File: config.mk
export PLATFORM = sky130hd
export DESIGN_NAME = fixed_length_packet_validator_top
export DESIGN_NICKNAME = d
export VERILOG_FILES = /design/src/flpv_pkg.sv /design/src/fixed_length_packet_validator_top.sv
export SDC_FILE = /design/constraint.sdc
export NUM_CORES = 1
export LEC_CHECK = 0
export BUFFER_PORTS_ARGS = -buffer_cell sky130_fd_sc_hd__buf_4
export CAP_MARGIN = 40
export CORE_ASPECT_RATIO = 1.75
export CORE_MARGIN = 4
export CORE_UTILIZATION = 30
export CTS_BUF_LIST = sky130_fd_sc_hd__clkbuf_4 sky130_fd_sc_hd__clkbuf_8
export CTS_CLUSTER_DIAMETER = 30
export DETAILED_ROUTE_END_ITERATION = 8
export HOLD_SLACK_MARGIN = 0.08
export PLACE_DENSITY_LB_ADDON = 0.05
export REMOVE_ABC_BUFFERS = 1
export SLEW_MARGIN = 5
export SYNTH_ARGS = -nofsm -noshare
export SYNTH_HDL_FRONTEND = slang
export SYNTH_SLANG_ARGS = --single-unit
File: constraint.sdc
create_clock -name clk -period 8.1 [get_ports clk]
set_clock_uncertainty 0.15 [all_clocks]
set_input_delay 0.81 -clock clk [delete_from_list [all_inputs] [get_ports clk]]
set_output_delay 0.81 -clock clk [all_outputs]
set_load 0.005 [all_outputs]
File: src/flpv_pkg.sv
// ---------------------------------------------------------------------------
// flpv_pkg: shared types, constants and helpers for the packet validator
// Holds the packet length, the verdict codes and the character class
// and hex digit helpers used by the check stage.
// ---------------------------------------------------------------------------
package flpv_pkg;

	// Packet geometry. The position counter is 8 bits wide, so the length
	// may range from 10 to 255.
	localparam int PACKET_LENGTH = 20;
	localparam int PosW          = 8;

	localparam logic [PosW-1:0] PktLen      = PosW'(PACKET_LENGTH);
	localparam logic [PosW-1:0] LastPos     = PosW'(PACKET_LENGTH - 1);
	localparam logic [PosW-1:0] LowDigPos   = PosW'(PACKET_LENGTH - 2);
	localparam logic [PosW-1:0] HighDigPos  = PosW'(PACKET_LENGTH - 3);
	localparam logic [PosW-1:0] SumEndPos   = PosW'(PACKET_LENGTH - 4);
	localparam logic [PosW-1:0] AdjPos      = PosW'(4);
	localparam logic [PosW-1:0] SumStartPos = PosW'(5);

	localparam logic [7:0] CharZero = 8'h30;

	// Verdict codes, first failing check wins.
	typedef enum logic [2:0] {
		VERDICT_OK        = 3'd0,
		VERDICT_BAD_START = 3'd1,
		VERDICT_BAD_END   = 3'd2,
		VERDICT_BAD_DATA  = 3'd3,
		VERDICT_BAD_SUM   = 3'd4
	} verdict_t;

	// True for '0'-'9', 'A'-'Z' and 'a'-'z'.
	function automatic logic is_alnum(input logic [7:0] b);
		return (b inside {[8'h30:8'h39], [8'h41:8'h5A], [8'h61:8'h7A]});
	endfunction

	// Uppercase ASCII hex digit for the low nibble of the argument.
	function automatic logic [7:0] hex_char(input logic [3:0] nib);
		logic [7:0] r;
		if (nib < 4'd10) begin
			r = 8'h30 + {4'd0, nib};
		end else begin
			r = 8'h41 + {4'd0, nib} - 8'd10;
		end
		return r;
	endfunction

endpackage

File: src/fixed_length_packet_validator_top.sv
// ---------------------------------------------------------------------------
// fixed_length_packet_validator_top: fixed-length ASCII packet checker
// Checks start byte, end byte, alphanumeric body and a two-digit hex
// checksum, and emits one verdict item on the last byte of each packet.
// ---------------------------------------------------------------------------
//
//   channel   direction  tdata                      tuser
//   s_axis    in         [7:0] data_byte            packet_start
//   m_axis    out        [2:0] verdict, [7:3] zero  -
//
// One byte is taken per cycle while the check stage is not held. A byte
// passes an input register, is checked there against the packet state,
// and its verdict is then stored in the result register.
// Reset clears the packet state and both valid flags.
// An unread verdict in the result register holds the check stage only when
// the byte there is the last of a packet, which in turn holds off new bytes
// once the input register is full.
// ---------------------------------------------------------------------------
module fixed_length_packet_validator_top
	import flpv_pkg::*;
(
	input  logic       clk,
	input  logic       arst_n,
	input  logic       s_axis_tvalid,
	output logic       s_axis_tready,
	input  logic [7:0] s_axis_tdata,   // [7:0] data_byte
	input  logic       s_axis_tuser,   // [0] packet_start
	output logic       m_axis_tvalid,
	input  logic       m_axis_tready,
	output logic [7:0] m_axis_tdata    // [2:0] verdict, [7:3] zero
);

	// Input register stage.
	logic       vld_s1;
	logic [7:0] byte_s1;
	logic       start_s1;

	// Packet state.
	logic [PosW-1:0] pos_q;
	logic [7:0]      sum_q;
	logic            start_fail_q;
	logic            data_fail_q;
	logic            adjust_q;
	logic [7:0]      high_dig_q;
	logic [7:0]      low_dig_q;

	// Result register.
	logic     out_vld_q;
	verdict_t verdict_q;

	// Effective state after a possible restart, and next state.
	logic [PosW-1:0] pos_e;
	logic [7:0]      sum_e;
	logic            start_fail_e;
	logic            data_fail_e;
	logic            adjust_e;
	logic [7:0]      high_dig_e;
	logic [7:0]      low_dig_e;
	logic [PosW-1:0] pos_d;
	logic [7:0]      sum_d;
	logic            start_fail_d;
	logic            data_fail_d;
	logic            adjust_d;
	logic [7:0]      high_dig_d;
	logic [7:0]      low_dig_d;
	logic            in_pkt;
	logic            is_last;
	logic [7:0]      chk;
	verdict_t        verdict_d;

	logic out_free;
	logic adv_s1;

	// Handshake: a byte that produces a verdict moves only when the result
	// slot is free; any other byte moves right away.
	assign out_free      = !out_vld_q || m_axis_tready;
	assign adv_s1        = vld_s1 && (out_free || !is_last);
	assign s_axis_tready = !vld_s1 || adv_s1;

	// Input register.
	always_ff @(posedge clk or negedge arst_n) begin
		if (!arst_n) begin
			vld_s1 <= 1'b0;
		end else if (s_axis_tready) begin
			vld_s1 <= s_axis_tvalid;
		end
	end

	always_ff @(posedge clk) begin
		if (s_axis_tready && s_axis_tvalid) begin
			byte_s1  <= s_axis_tdata;
			start_s1 <= s_axis_tuser;
		end
	end

	// Per-byte checks and state update.
	always_comb begin
		pos_e        = start_s1 ? '0 : pos_q;
		sum_e        = start_s1 ? '0 : sum_q;
		start_fail_e = start_s1 ? 1'b0 : start_fail_q;
		data_fail_e  = start_s1 ? 1'b0 : data_fail_q;
		adjust_e     = start_s1 ? 1'b0 : adjust_q;
		high_dig_e   = start_s1 ? '0 : high_dig_q;
		low_dig_e    = start_s1 ? '0 : low_dig_q;

		in_pkt  = pos_e < PktLen;
		is_last = in_pkt && (pos_e == LastPos);

		pos_d        = pos_e;
		sum_d        = sum_e;
		start_fail_d = start_fail_e;
		data_fail_d  = data_fail_e;
		adjust_d     = adjust_e;
		high_dig_d   = high_dig_e;
		low_dig_d    = low_dig_e;

		if (in_pkt) begin
			pos_d = pos_e + PosW'(1);
			if (pos_e == '0) begin
				if (byte_s1 == 8'h00 || is_alnum(byte_s1)) begin
					start_fail_d = 1'b1;
				end
			end else if (pos_e <= HighDigPos) begin
				if (!is_alnum(byte_s1)) begin
					data_fail_d = 1'b1;
				end
			end
			if (pos_e == AdjPos && byte_s1 == CharZero) begin
				adjust_d = 1'b1;
			end
			if (pos_e >= SumStartPos && pos_e <= SumEndPos) begin
				sum_d = sum_e + byte_s1;
			end
			if (pos_e == HighDigPos) begin
				high_dig_d = byte_s1;
			end
			if (pos_e == LowDigPos) begin
				low_dig_d = byte_s1;
			end
		end

		// Verdict on the last byte, first failure in check order.
		chk = sum_e - 8'd1 - {7'd0, adjust_e};
		if (start_fail_e) begin
			verdict_d = VERDICT_BAD_START;
		end else if (is_alnum(byte_s1)) begin
			verdict_d = VERDICT_BAD_END;
		end else if (data_fail_e) begin
			verdict_d = VERDICT_BAD_DATA;
		end else if (hex_char(chk[3:0]) != low_dig_e
				|| hex_char(chk[7:4]) != high_dig_e) begin
			verdict_d = VERDICT_BAD_SUM;
		end else begin
			verdict_d = VERDICT_OK;
		end
	end

	always_ff @(posedge clk or negedge arst_n) begin
		if (!arst_n) begin
			pos_q        <= '0;
			sum_q        <= '0;
			start_fail_q <= 1'b0;
			data_fail_q  <= 1'b0;
			adjust_q     <= 1'b0;
			high_dig_q   <= '0;
			low_dig_q    <= '0;
		end else if (adv_s1) begin
			pos_q        <= pos_d;
			sum_q        <= sum_d;
			start_fail_q <= start_fail_d;
			data_fail_q  <= data_fail_d;
			adjust_q     <= adjust_d;
			high_dig_q   <= high_dig_d;
			low_dig_q    <= low_dig_d;
		end
	end

	// Result register.
	always_ff @(posedge clk or negedge arst_n) begin
		if (!arst_n) begin
			out_vld_q <= 1'b0;
		end else if (out_free) begin
			out_vld_q <= adv_s1 && is_last;
		end
	end

	always_ff @(posedge clk) begin
		if (adv_s1 && is_last) begin
			verdict_q <= verdict_d;
		end
	end

	assign m_axis_tvalid = out_vld_q;
	assign m_axis_tdata  = {5'd0, verdict_q};

endmodule

; ---- Word level (Yosys, flattened, before mapping)
; Cells that the tools add are included.
[word_totals]
reg_bits = 49
input_bits = 13
output_inout_bits = 10
elab_cells = 97
[op_classes]
n_addsub = 10
magnitude_cmp = 12
n_eq_ne = 7
n_mux = 34
reduce_logical = 21
[ops]
columns = op, count
row1 = two-way mux 8 bit, 19
row2 = "== test 8 x 5 -> 1 bit, second input constant", 3
row3 = "adder 7 x 4 -> 8 bit, first input constant", 2
row4 = ">= comparator 8 x 7 -> 1 bit, second input constant", 2
row5 = "<= comparator 8 x 5 -> 1 bit, second input constant", 2
row6 = "<= comparator 8 x 7 -> 1 bit, second input constant", 2
row7 = zero test 8 bit, 2
row8 = != test 8 bit, 2
row9 = "subtractor 8 x 4 -> 8 bit, second input constant", 2
row10 = "adder 6 x 4 -> 7 bit, first input constant", 2
row11 = two-way mux 1 bit, 12
row12 = logical AND 1 bit, 9
row13 = "adder 8 x 1 -> 8 bit, second input constant", 1
row14 = adder 8 bit, 1
row15 = "== test 8 x 3 -> 1 bit, second input constant", 1
row16 = "== test 8 x 6 -> 1 bit, second input constant", 1
row17 = ">= comparator 8 x 3 -> 1 bit, second input constant", 1
row18 = ">= comparator 8 x 6 -> 1 bit, second input constant", 1
row19 = "<= comparator 8 x 6 -> 1 bit, second input constant", 1
row20 = "< comparator 4 bit, second input constant", 2
row21 = "< comparator 8 x 5 -> 1 bit, second input constant", 1
row22 = subtractor 8 x 1 -> 8 bit, 1
row23 = "subtractor 8 x 1 -> 8 bit, second input constant", 1
row24 = logical OR 1 bit, 5
row25 = other kinds (5), 8

; ---- Longest topological paths before layout
; Gate-level depths: netlist (run 1).
[depth]
word_depth = 14
depth_mapped = 20

; ---- Worst setup path before layout (run 1)
; Ideal clock, no wire load.
[synth_timing]
path_kind = register to register
from = register start_s1
to = register verdict_q[2] (data pin)
setup_time_ps = 269
arrival_time_ps = 3733
t_required_ps = 7681
setup_slack_ps = 3948
stages_incl_launch_ff = 20
path_buffers = 5
period_less_slack_ps = 4152
path_cell_list = edfxtp_1 > clkbuf_1 > clkbuf_1 > clkbuf_1 > nor2b_1 > ha_1 > buf_2 > inv_1 > ha_1 > clkbuf_1 > nor3b_1 > o31a_1 > ha_1 > nand3b_1 > o211ai_1 > a21oi_1 > a311oi_1 > a21oi_1 > o21ai_0 > a31oi_1
[synth_between]
elab_chain_len = 12
[synth_lines]
columns = item, line_no
row1 = "start, declared", fixed_length_packet_validator_top.sv:36  ; logic start_s1;
row2 = "start signal, assigned", fixed_length_packet_validator_top.sv:92  ; start_s1 <= s_axis_tuser;
row3 = two-way mux 8 bit, fixed_length_packet_validator_top.sv:99  ; sum_e = start_s1 ? '0 : sum_q;
row4 = subtractor 8 x 1 -> 8 bit (2 in a row), fixed_length_packet_validator_top.sv:143  ; chk = sum_e - 8'd1 - {7'd0, adjust_e};
row5 = adder 7 x 4 -> 8 bit, flpv_pkg.sv:43  ; r = 8'h41 + {4'd0, nib} - 8'd10;
row6 = subtractor 8 x 4 -> 8 bit, flpv_pkg.sv:43
row7 = two-way mux 8 bit, flpv_pkg.sv:40  ; if (nib < 4'd10) begin
row8 = two-way mux 8 bit, fixed_length_packet_validator_top.sv:148  ; end else if (data_fail_e) begin
row9 = two-way mux 8 bit, fixed_length_packet_validator_top.sv:146  ; end else if (is_alnum(byte_s1)) begin
row10 = two-way mux 8 bit, fixed_length_packet_validator_top.sv:144  ; if (start_fail_e) begin
row11 = != test 8 bit (on tied branches), "fixed_length_packet_validator_top.sv:150, fixed_length_packet_validator_top.sv:151"
row12 = logical OR 1 bit, fixed_length_packet_validator_top.sv:151  ; || hex_char(chk[7:4]) != high_dig_e) begin
row13 = two-way mux 3 bit, fixed_length_packet_validator_top.sv:150  ; end else if (hex_char(chk[3:0]) != low_dig_e
row14 = "end signal, assigned", fixed_length_packet_validator_top.sv:189  ; verdict_q <= verdict_d;
row15 = "end, declared", fixed_length_packet_validator_top.sv:49  ; verdict_t verdict_q;
; Parallel ways exist; a longest one is shown, timed or not. The select of a mux whose other input is x is not followed.
; A chain may end at the register's enable or synchronous reset.

; ---- Worst setup path in the final report (run 1)
; Same ends and word-level chain as after synthesis.

==> results.json, run 1 <==
{
  "cp_max_fo": 34,
  "clock_sinks": 49,
  "tns_ns": 0,
  "synth_cell_types": 64,
  "die_y_microns": 146,
  "syn_to_final_growth_pct": 8.18,
  "yosys.area_share.adder_pct": 5.96,
  "p_sw_share_pct": 37.6,
  "crit_chain": "buf_4, inv_1, nand2_1, ha_1, inv_1, ha_1, nor3b_1, o31a_1, ha_1, nand3b_1, o211ai_1, a21oi_1, a311oi_1, a21oi_1, o21ai_0, a31oi_1",
  "crit_path_top_delay_cell": "inv_1",
  "worst-path-buf-inv": 3,
  "dp.cells": 485,
  "path_class": "reg -> reg",
  "synth.area.top_cells": "dfrtp_1 28%, edfxtp_1 11%, ha_1 5.3%",
  "wl_per_cell_microns": 21.0,
  "start_kind": "flop",
  "synthXorXnorAreaFrac_pct": 4.01,
  "synthSimpleGateAreaFrac_pct": 22.2,
  "rsz0062_at_grt": "no",
  "post_cts_buffers": 0,
  "cap_violations": 0,
  "layout-drive-gt1-share_pct": 8.82,
  "diodes": 0,
  "layout_common_cells": "37 x dfrtp_1, 35 x nand2_1, 23 x o21ai_0",
  "async_flop_share_pct": 75.5,
  "yosysWarnings": 0,
  "die_w_microns": 87.0,
  "grt_pass1_vias": 2810,
  "grt_max_degree": 38,
  "critPathRequiredTime_ns": 8.00,
  "power_frac_comb_pct": 34.5,
  "holdWs_ns": 0.306,
  "yosys.area.top_type": "dfrtp_1",
  "path_delay_family": "compound AO/OA/AOI/OAI gates",
  "cpPeakStageDelay_ns": 0.57,
  "synth_compound_area_share_pct": 21.4,
  "cts-root-buf": "clkbuf_8",
  "postCtsHoldBufs": 0,
  "pwr-share-clk_pct": 20.7,
  "ios": 23,
  "post_drt_via_cell_ratio": 5.54,
  "crit_arrival_ns": 4.36,
  "cts_buffers": 5,
  "power.density_nw_per_um2": 198,
  "layout.cells.non_filler": 493,
  "dp_hpwl_microns": 7870,
  "finalSetupViolations": 0,
  "synth_top_family_by_area": "simple AND/OR/NAND/NOR gates",
  "place.port_buffers": 17,
  "synthFlopType": "dfrtp_1",
  "ctsResizeCount": 0,
  "vdd_drop_max_mv": 0.0979,
  "synth_top_area_share_pct": 28.3,
  "std_cell_rows": 50,
  "core_sq_um": 10700,
  "p_sw_w": 0.000264,
  "syn_inst": 358,
  "hold_path_class": "in -> async",
  "multi_input_area_sq_um": 1840,
  "finalWeightedCongestion": 0.805,
  "synthesis.area_sq_um": 3270,
  "status": "complete, no violations",
  "timing.slew.headroom_pct": 51.8,
  "dieArea_sq_um": 12700,
  "clk_path_buf_depth": 2,
  "final_nets": 389,
  "clock_latency_ns": 0.31,
  "grt.total_usage_pct": 17.1,
  "avgSynthCellArea_sq_um": 9.15,
  "cts_tree": "done",
  "power.internal_w": 0.000437,
  "synth-seq-area-share_pct": 39.3,
  "period_share_pct": 55.1,
  "vias": 2729,
  "synth_edf_count": 12,
  "min_period_ns": 4.47,
  "drt-pass1-iter-count": 4,
  "grt_remaining_overflow": 0,
  "clkTransAtPathRegs_ns": 0.10,
  "fmax_mhz": 224,
  "synth_mux_area_share_pct": 1.91,
  "critical_path.most_common_cell": "ha_1",
  "grt_first_pass_wirelength_microns": 16300,
  "leakagePower_nw": 1.52,
  "seqPwrFrac_pct": 44.9,
  "finalMaxSlewViolations": 0,
  "antenna_found_initial": 0,
  "ant_nets": 0,
  "drcViolationCount": 0,
  "ys_seq_elements": 49,
  "start_util_pct": 30.6,
  "drt_wl_total_microns": 10400,
  "hold_viol": 0,
  "mostFrequentLayoutCell": "dfrtp_1",
  "htree_levels": 2,
  "regArea_sq_um": 1290,
  "critPathCaptureType": "flop",
  "worst-slew-pin-transition_ns": 0.716,
  "drtIter0Drc": 160,
  "fillers": 1099
}
==> sequential cells by signal (all words and copies together) (netlist names) <==
signal         cells
high_dig_q         8
start_fail_q       1
data_fail_q        1
start_s1           1
sum_q              8
verdict_q          3
vld_s1             1
m_axis_tvalid      1
low_dig_q          8
adjust_q           1
byte_s1            8
pos_q              8
==> kinds of logic (layout without fill, tap and decap cells) <==
kind of cell | count (synthesis) | after routing
flip-flops | 49 | 49
XOR/XNOR | 15 | 15
AND/OR/NAND/NOR | 136 | 136
multiplexers | 6 | 6
other | 1 | 5
AO/OA/AOI/OAI | 99 | 99
adder cells (fa/ha/maj) | 16 | 16
buffers and inverters | 36 | 37
==> power by group through the flow <==
| stage | Sequential (W) | Combinational [W] | Clock, W |
|---|---|---|---|
| 3_5_place_dp | 0.000319 | 0.000242 | 0 |
| 6_report | 0.000314 | 0.000242 | 0.000145 |
| 5_1_grt | 0.000318 | 0.000271 | 0.000162 |
| 4_1_cts | 0.000314 | 0.000243 | 0.000153 |
| 2_1_floorplan | 0.000304 | 0.000181 | 0 |
| 3_3_place_gp | 0.000321 | 0.000242 | 0 |
==> final cells by class <==
type	instances	share of cell area [%]
Clock buffer	5	1.94
Clock inverter	3	0.353
Inverter	11	1.17
Multi-Input combinational cell	277	51.8
Sequential cell	49	36.3
Tap cell	130	4.59
Timing Repair Buffer	18	3.81
==> synthesized netlist by cell type (all sizes together) (2+ instances only) <==
master	number
a32oi	2
a21oi	12
nor3b	3
o21a	4
o21ai	26
nand3	12
nor3	10
o2111ai	3
maj3	2
a31oi	4
o31a	2
nand4b	2
xnor2	10
xor2	5
clkbuf	16
or2	4
a21boi	3
a22o	18
and2	10
nor4	7
inv	10
o211ai	3
o221ai	3
nor2	13
nand2b	6
a22oi	2
nand2	35
nand4	6
buf	9
and3	7
dfrtp	37
ha	14
mux2i	4
a31o	2
edfxtp	12
a21o	2
nor2b	11
or3	5
o31ai	2
mux2	2
or4	2
==> stage by stage <==
stage,power [W],area (sq um),setup WS [ns],util (%)
2_1_floorplan,0.000485,3160,4.24,-
3_3_place_gp,0.000563,3460,3.87,32.4
3_5_place_dp,0.000562,3460,3.66,32.4
4_1_cts,0.000710,3540,3.66,33.1
5_1_grt,0.000751,3540,3.16,33.1
6_report,0.000701,3540,3.63,33.1
==> metal layers <==
metal	global-route usage (%)	wire length, microns	vias up
met5	0	0	-
met4	8.35	444	0
met3	1.75	280	19
met2	31.6	5860	59
met1	18.8	3770	1332
li1	-	-	1319
==> worst reg2reg max path, cell delays in order, from the launching register on <==
cell and delay [ns]:
edfxtp_1 0.36, buf_4 0.25, inv_1 0.58, nand2_1 0.13, ha_1 0.35, inv_1 0.10
ha_1 0.34, nor3b_1 0.47, o31a_1 0.18, ha_1 0.22, nand3b_1 0.14, o211ai_1 0.18
a21oi_1 0.09, a311oi_1 0.28, a21oi_1 0.06, o21ai_0 0.21, a31oi_1 0.12
==> worst paths after layout <==
kind | depth (start not counted) | end | start | slack, ns
min in group clk | 1 | high_dig_q[1] | high_dig_q[1] | 0.35
max in group asynchronous | 1 | sum_q[6] | arst_n | 7.12
worst min register to register | 1 | high_dig_q[1] | high_dig_q[1] | 0.35
worst max-delay path | 16 | verdict_q[2] | start_s1 | 3.63
worst min-delay path | 1 | m_axis_tvalid | arst_n | 0.31
worst max register to register | 16 | verdict_q[2] | start_s1 | 3.63
(Power assumes the default switching activity.)
==> run 2: changes to the inputs <==
--- a/config.mk
+++ b/config.mk
@@ -5,6 +5,7 @@
 export SDC_FILE = /design/constraint.sdc
 export NUM_CORES = 1
 export LEC_CHECK = 0
+export ABC_AREA = 1
 export BUFFER_PORTS_ARGS = -buffer_cell sky130_fd_sc_hd__buf_4
 export CAP_MARGIN = 40
 export CORE_ASPECT_RATIO = 1.75
==> constraint.sdc (replaced) <==
create_clock -name clk -period 4.5 [get_ports clk]
set_clock_uncertainty 0.15 [all_clocks]
set_input_delay 0.45 -clock clk [delete_from_list [all_inputs] [get_ports clk]]
set_output_delay 0.45 -clock clk [all_outputs]
set_load 0.005 [all_outputs]
==> run 2 against run 1 <==
Wire length shrank 0.94%. Final area grew 11%. Final cell count grew 31%. Register-to-register slack lost 2.4 ns. Sequential cell count is the same. Die area grew 10%. Area after synthesis grew 11%. Critical path depth grew 3. Via count grew 14%. Global-route usage shrank 1.8 points.
==> results.json, run 2 <==
{
  "synthSimpleGateAreaFrac_pct": 33.3,
  "power.density_nw_per_um2": 358,
  "dieArea_sq_um": 14100,
  "ys_seq_elements": 49,
  "finalSetupViolations": 0,
  "diodes": 0,
  "power_frac_comb_pct": 37.0,
  "synth_common_cells": "120 x nand2_1, 59 x inv_1, 51 x nor2_1",
  "hold_viol": 0,
  "tns_ns": 0,
  "power.internal_w": 0.000855,
  "post_drt_via_cell_ratio": 4.84,
  "synth-seq-area-share_pct": 35.3,
  "synth_cell_types": 45,
  "htree_levels": 2,
  "grt_first_pass_wirelength_microns": 16700,
  "timing.slew.headroom_pct": 49.5,
  "finalMaxSlewViolations": 0,
  "place.port_buffers": 17,
  "finalWeightedCongestion": 0.801,
  "wl_per_cell_microns": 15.9,
  "yosys.area_share.adder_pct": 4.80,
  "yosysMostFrequentCell": "nand2_1",
  "vdd_drop_max_mv": 0.221,
  "seqPwrFrac_pct": 39.2,
  "layout.cells.non_filler": 645,
  "path_class": "reg -> reg",
  "synth_compound_area_share_pct": 12.2,
  "syn_inst": 496,
  "layout_common_cells": "120 x nand2_1, 59 x inv_1, 51 x nor2_1",
  "cap_violations": 0,
  "synth.area.top_cells": "dfrtp_1 25%, nand2_1 12%, edfxtp_1 9.9%",
  "final_nets": 534,
  "synth_top_area_share_pct": 25.4,
  "ios": 23,
  "avgSynthCellArea_sq_um": 7.35,
  "leakagePower_nw": 1.96,
  "cts_tree": "done",
  "vias": 3124,
  "die_w_microns": 91.3,
  "yosysWarnings": 0,
  "stdcell_area_sq_um": 3930,
  "synthesis.area_sq_um": 3650,
  "cts_buffers": 5,
  "min_period_ns": 3.26,
  "ctsResizeCount": 0,
  "drtIter0Drc": 156,
  "dp_hpwl_microns": 7800,
  "critPathRequiredTime_ns": 4.43,
  "crit_arrival_ns": 3.20,
  "grt_pass1_vias": 3182,
  "post_cts_buffers": 0,
  "drt-pass1-iter-count": 4,
  "drt_wl_total_microns": 10300,
  "clk_path_buf_depth": 2,
  "grt.total_usage_pct": 15.3,
  "p_sw_w": 0.000550,
  "std_cell_rows": 53,
  "grt_max_degree": 44,
  "synthFlopType": "dfrtp_1",
  "ant_nets": 0,
  "clock_latency_ns": 0.31,
  "dp_slack_ns": 1.23,
  "die_y_microns": 154,
  "worst-slew-pin-transition_ns": 0.755,
  "synth_top_family_by_area": "simple AND/OR/NAND/NOR gates",
  "pwr-share-clk_pct": 23.7,
  "async_flop_share_pct": 75.5,
  "antenna_found_initial": 0,
  "synth_mux_area_share_pct": 0,
  "fmax_mhz": 306,
  "period_share_pct": 72.6,
  "clock_sinks": 49,
  "clkTransAtPathRegs_ns": 0.10,
  "syn_to_final_growth_pct": 7.79,
  "rsz0062_at_grt": "no",
  "cts-root-buf": "clkbuf_8",
  "hold_path_class": "in -> reg",
  "grt_remaining_overflow": 0,
  "synthXorXnorAreaFrac_pct": 2.13,
  "synth_edf_count": 12,
  "dp.cells": 636,
  "status": "complete, no violations",
  "layout-drive-gt1-share_pct": 15.4,
  "yosys.area.top_type": "dfrtp_1",
  "start_util_pct": 30.5,
  "drcViolationCount": 0,
  "start_kind": "flop",
  "total_power_w": 0.00141,
  "cp_max_fo": 29,
  "critPathCaptureType": "flop",
  "core_sq_um": 11900,
  "dpl_cell_area_sq_um": 3810,
  "p_sw_share_pct": 39.1,
  "mostFrequentLayoutCell": "nand2_1",
  "setup_ws_ns": 1.24
}
-- run 2: cell types whose count changed after synthesis, moves of 11 or more --
cell,change
inv_2,+11
nor2b_1,-11
nor2_1,+38
clkbuf_1,-13
nand2_1,+85
a22o_1,-18
inv_1,+49
nand3_1,+35
-- run 2: metal layers --
metal | track usage (%) | vias to the layer above | share of wire [%]
li1 | - | 1611 | -
met2 | 28.3 | 44 | 54
met4 | 6.33 | 0 | 3.0
met1 | 17.9 | 1454 | 42
met3 | 1.32 | 15 | 1.7
met5 | 0 | - | 0
-- run 2: worst max-delay path, stage by stage, from the launching register on --
cell	delay, ns
edfxtp_1	0.52
inv_4	0.39
nand2_1	0.11
ha_1	0.20
inv_1	0.16
ha_1	0.27
nand2_4	0.10
inv_2	0.08
nand2_1	0.07
nand2_1	0.11
inv_1	0.05
ha_1	0.28
inv_1	0.05
nand3_1	0.09
nand2_1	0.07
nor2_1	0.03
nor2_1	0.09
nand3_1	0.09
nand2_1	0.07
inv_1	0.04
-- run 2: per-stage QoR --
step	hold WS, ns	util [%]
finish	0.157	32.9
global placement	0.325	31.9
global route	0.137	32.9
floorplan	0.00441	-
detailed placement	0.325	31.9
CTS	0.146	32.9
-- run 2: logic make-up (layout without fill, tap and decap cells) --
kind of cell,count (synthesis),after routing
AND/OR/NAND/NOR,259,259
buffers and inverters,93,101
AO/OA/AOI/OAI,72,72
flip-flops,49,49
adder cells (fa/ha/maj),14,14
XOR/XNOR,8,8
other,1,5
-- run 2: final timing paths --
| path | slack (ns) | depth (start not counted) | start | end |
|---|---|---|---|---|
| max | 1.24 | 19 | start_s1 | verdict_q[2] |
| min | 0.16 | 1 | s_axis_tdata[0] | byte_s1[0] |
| max reg2reg | 1.24 | 19 | start_s1 | verdict_q[2] |
| min reg2reg | 0.35 | 2 | pos_q[7] | pos_q[7] |
| max in group asynchronous | 3.32 | 2 | arst_n | low_dig_q[2] |
| min in group asynchronous | 0.50 | 2 | arst_n | pos_q[6] |
-- run 2: layout make-up --
cell class | instances | area (sq um)
inverters | 74 | 285
multi-input cells | 358 | 1930
clock buffers | 6 | 76.3
well taps | 137 | 171
repair buffers | 19 | 145
clock inverters | 2 | 35.0
fillers | 1303 | 8010
flip-flops and latches | 49 | 1290
-- run 2: power groups by stage --
stage | sequential [W] | clock, W | combinational (W)
after floorplan | 0.000545 | 0 | 0.000400
after global placement | 0.000561 | 0 | 0.000526
after detailed placement | 0.000562 | 0 | 0.000525
after CTS | 0.000552 | 0.000351 | 0.000528
after global routing | 0.000558 | 0.000363 | 0.000601
final | 0.000551 | 0.000334 | 0.000520
-- run 2: repair_timing --
item,4_1_cts,5_1_grt
setup endpoints to repair,0,0
hold buffers,1,0
hold endpoints to repair,37,0
==> run 3: changes to the inputs <==
--- a/config.mk
+++ b/config.mk
@@ -5,7 +5,7 @@
 export SDC_FILE = /design/constraint.sdc
 export NUM_CORES = 1
 export LEC_CHECK = 0
-export ABC_AREA = 1
+export ABC_AREA = 0
 export BUFFER_PORTS_ARGS = -buffer_cell sky130_fd_sc_hd__buf_4
 export CAP_MARGIN = 40
 export CORE_ASPECT_RATIO = 1.75
==> constraint.sdc (replaced) <==
create_clock -name clk -period 2.65 [get_ports clk]
set_clock_uncertainty 0.15 [all_clocks]
set_input_delay 0.265 -clock clk [delete_from_list [all_inputs] [get_ports clk]]
set_output_delay 0.265 -clock clk [all_outputs]
set_load 0.005 [all_outputs]
==> run 3 against run 2 <==
The run now ends with negative setup slack left. Count of clock-buffer cells in the layout down 1. Worst setup slack worse by 1.5 ns. Clock power up 47%. Combinational power up 140%. Critical endpoint unchanged. Highest routed layer unchanged.
==> results.json, run 3 (synthesis results as in run 1) <==
{
  "dpl_cell_area_sq_um": 3990,
  "worst-slew-pin-transition_ns": 0.581,
  "final_nets": 482,
  "clock_latency_ns": 0.32,
  "layout_common_cells": "97 x buf_4, 37 x dfrtp_1, 33 x nand2_1",
  "worst-path-buf-inv": 5,
  "place.port_buffers": 17,
  "grt_pass1_vias": 3271,
  "finalMaxSlewViolations": 0,
  "clkTransAtPathRegs_ns": 0.11,
  "violations": "negative setup slack",
  "stdcell_area_sq_um": 4560,
  "ios": 23,
  "dp_slack_ns": -0.591,
  "regToRegStartpoint": "start_s1",
  "cp_max_fo": 5,
  "total_power_w": 0.00264,
  "grt.total_usage_pct": 18.7,
  "timing.slew.headroom_pct": 60.9,
  "diodes": 0,
  "status": "complete, but fails checks",
  "vdd_drop_max_mv": 0.307,
  "grt_use_met3_pct": 1.52,
  "hold_viol": 0,
  "drt_wl_total_microns": 11500,
  "setup_ws_ns": -0.311,
  "core_sq_um": 10700,
  "grt_first_pass_wirelength_microns": 17900,
  "htree_levels": 2,
  "cts_buffers": 5,
  "leakagePower_nw": 2.05,
  "power.density_nw_per_um2": 580,
  "syn_to_final_growth_pct": 39.2,
  "std_cell_rows": 50,
  "hold_path_class": "in -> async",
  "cap_violations": 0,
  "dieArea_sq_um": 12700,
  "path_class": "reg -> reg",
  "wl_per_cell_microns": 19.6,
  "holdWs_ns": 0.300,
  "path_delay_family": "compound AO/OA/AOI/OAI gates",
  "mostFrequentLayoutCell": "buf_4",
  "antenna_found_initial": 0,
  "post_drt_via_cell_ratio": 5.30,
  "grt_max_degree": 38,
  "drt-pass1-iter-count": 4,
  "die_y_microns": 146,
  "layout-drive-gt1-share_pct": 33.3,
  "vias": 3107,
  "grt_remaining_overflow": 0,
  "drcViolationCount": 0,
  "crit_path_top_delay_cell": "edfxtp_1",
  "critical_path.most_common_cell": "buf_4",
  "cts_tree": "done",
  "start_util_pct": 30.6,
  "critical_path.startpoint": "start_s1",
  "fmax_mhz": 338,
  "ant_nets": 0,
  "period_share_pct": 112,
  "die_w_microns": 87.0,
  "finalSetupViolations": 3,
  "crit_arrival_ns": 2.88,
  "met2_usage_pct": 34.3,
  "crit_chain": "nor2b_2, ha_2, inv_2, ha_4, buf_6, clkinv_2, buf_4, a31o_2, o2111ai_2, buf_4, o21ai_1, a32oi_2, nor4_4, a31oi_1",
  "clock_sinks": 49,
  "dp_hpwl_microns": 8750,
  "min_period_ns": 2.96,
  "critPathRequiredTime_ns": 2.57,
  "rsz0062_at_grt": "yes",
  "top_usage_layer": "met2",
  "cpPeakStageDelay_ns": 0.45,
  "critPathCaptureType": "flop",
  "clk_path_buf_depth": 2,
  "cts-root-buf": "clkbuf_8",
  "drtIter0Drc": 97,
  "grt_util_met1_pct": 20.0,
  "finalWeightedCongestion": 0.825,
  "dp.cells": 556,
  "start_kind": "flop",
  "layout.cells.non_filler": 586
}
==> run 3: cell count changes in the layout (fill, tap and decap cells not counted), sizes merged, moves of 9 or more <==
cell | before | now
dlygate4sd3 | 1 | 11
xnor2 | 1 | 10
nor2 | 56 | 13
nand2 | 137 | 35
buf | 18 | 100
inv | 73 | 11
nor2b | 0 | 11
and2 | 0 | 10
a22o | 0 | 18
nand3 | 51 | 12
==> run 3: cell type report <==
| type | count | area, sq um |
|---|---|---|
| clock buffer | 5 | 68.8 |
| clock inverter | 3 | 26.3 |
| fill | 1070 | 6140 |
| inverter | 11 | 42.5 |
| multi-input combinational | 277 | 2100 |
| sequential | 49 | 1290 |
| tap | 130 | 163 |
| timing repair buffer | 111 | 872 |
==> run 3: what timing repair did <==
action / CTS / global route
endpoints found under the hold margin: 47 / 0
endpoints found under the setup margin: 8 / 40
pin swaps: 24 / 20
hold buffers: 11 / 0
resized for setup: 36 / 26
buffers inserted: 5 / 6
==> run 3: per-layer routing <==
layer  up-vias  part of all wire [%]
met5         -                     0
met4         0                   7.0
met3        31                   2.3
met2        54                    54
met1      1514                    36
li1       1508                     -
==> run 3: power by group <==
| part | internal (W) | switching (W) |
|---|---|---|
| Combinational | 0.000643 | 0.000601 |
| Sequential | 0.000840 | 0.0000680 |
| Clock | 0.000193 | 0.000297 |
==> run 3: worst reg2reg max path, stage by stage (launching register included) <==
cell and delay (ns):
edfxtp_1 0.45, nor2b_2 0.19, ha_2 0.23, inv_2 0.05, ha_4 0.16, buf_6 0.13, clkinv_2 0.08, buf_4 0.11
a31o_2 0.16, o2111ai_2 0.12, buf_4 0.17, o21ai_1 0.15, a32oi_2 0.11, nor4_4 0.35, a31oi_1 0.12
==> run 3: worst paths after layout <==
check | end | slack (ns) | cells past startpoint
worst max register to register | verdict_q[2] | -0.31 | 14
min in group clk | pos_q[1] | 0.37 | 1
worst min register to register | pos_q[1] | 0.37 | 1
max in group asynchronous | low_dig_q[3] | 1.69 | 2
worst max-delay path | verdict_q[2] | -0.31 | 14
worst min-delay path | high_dig_q[1] | 0.30 | 2
==> run 3: per-stage QoR <==
stage | utilization (%) | setup TNS, ns
finish | 42.6 | -0.767
global route | 42.6 | -1.09
CTS | 41.2 | -0.693
detailed placement | 37.3 | -1.31
global placement | 37.3 | -1.24
floorplan | - | -6.78
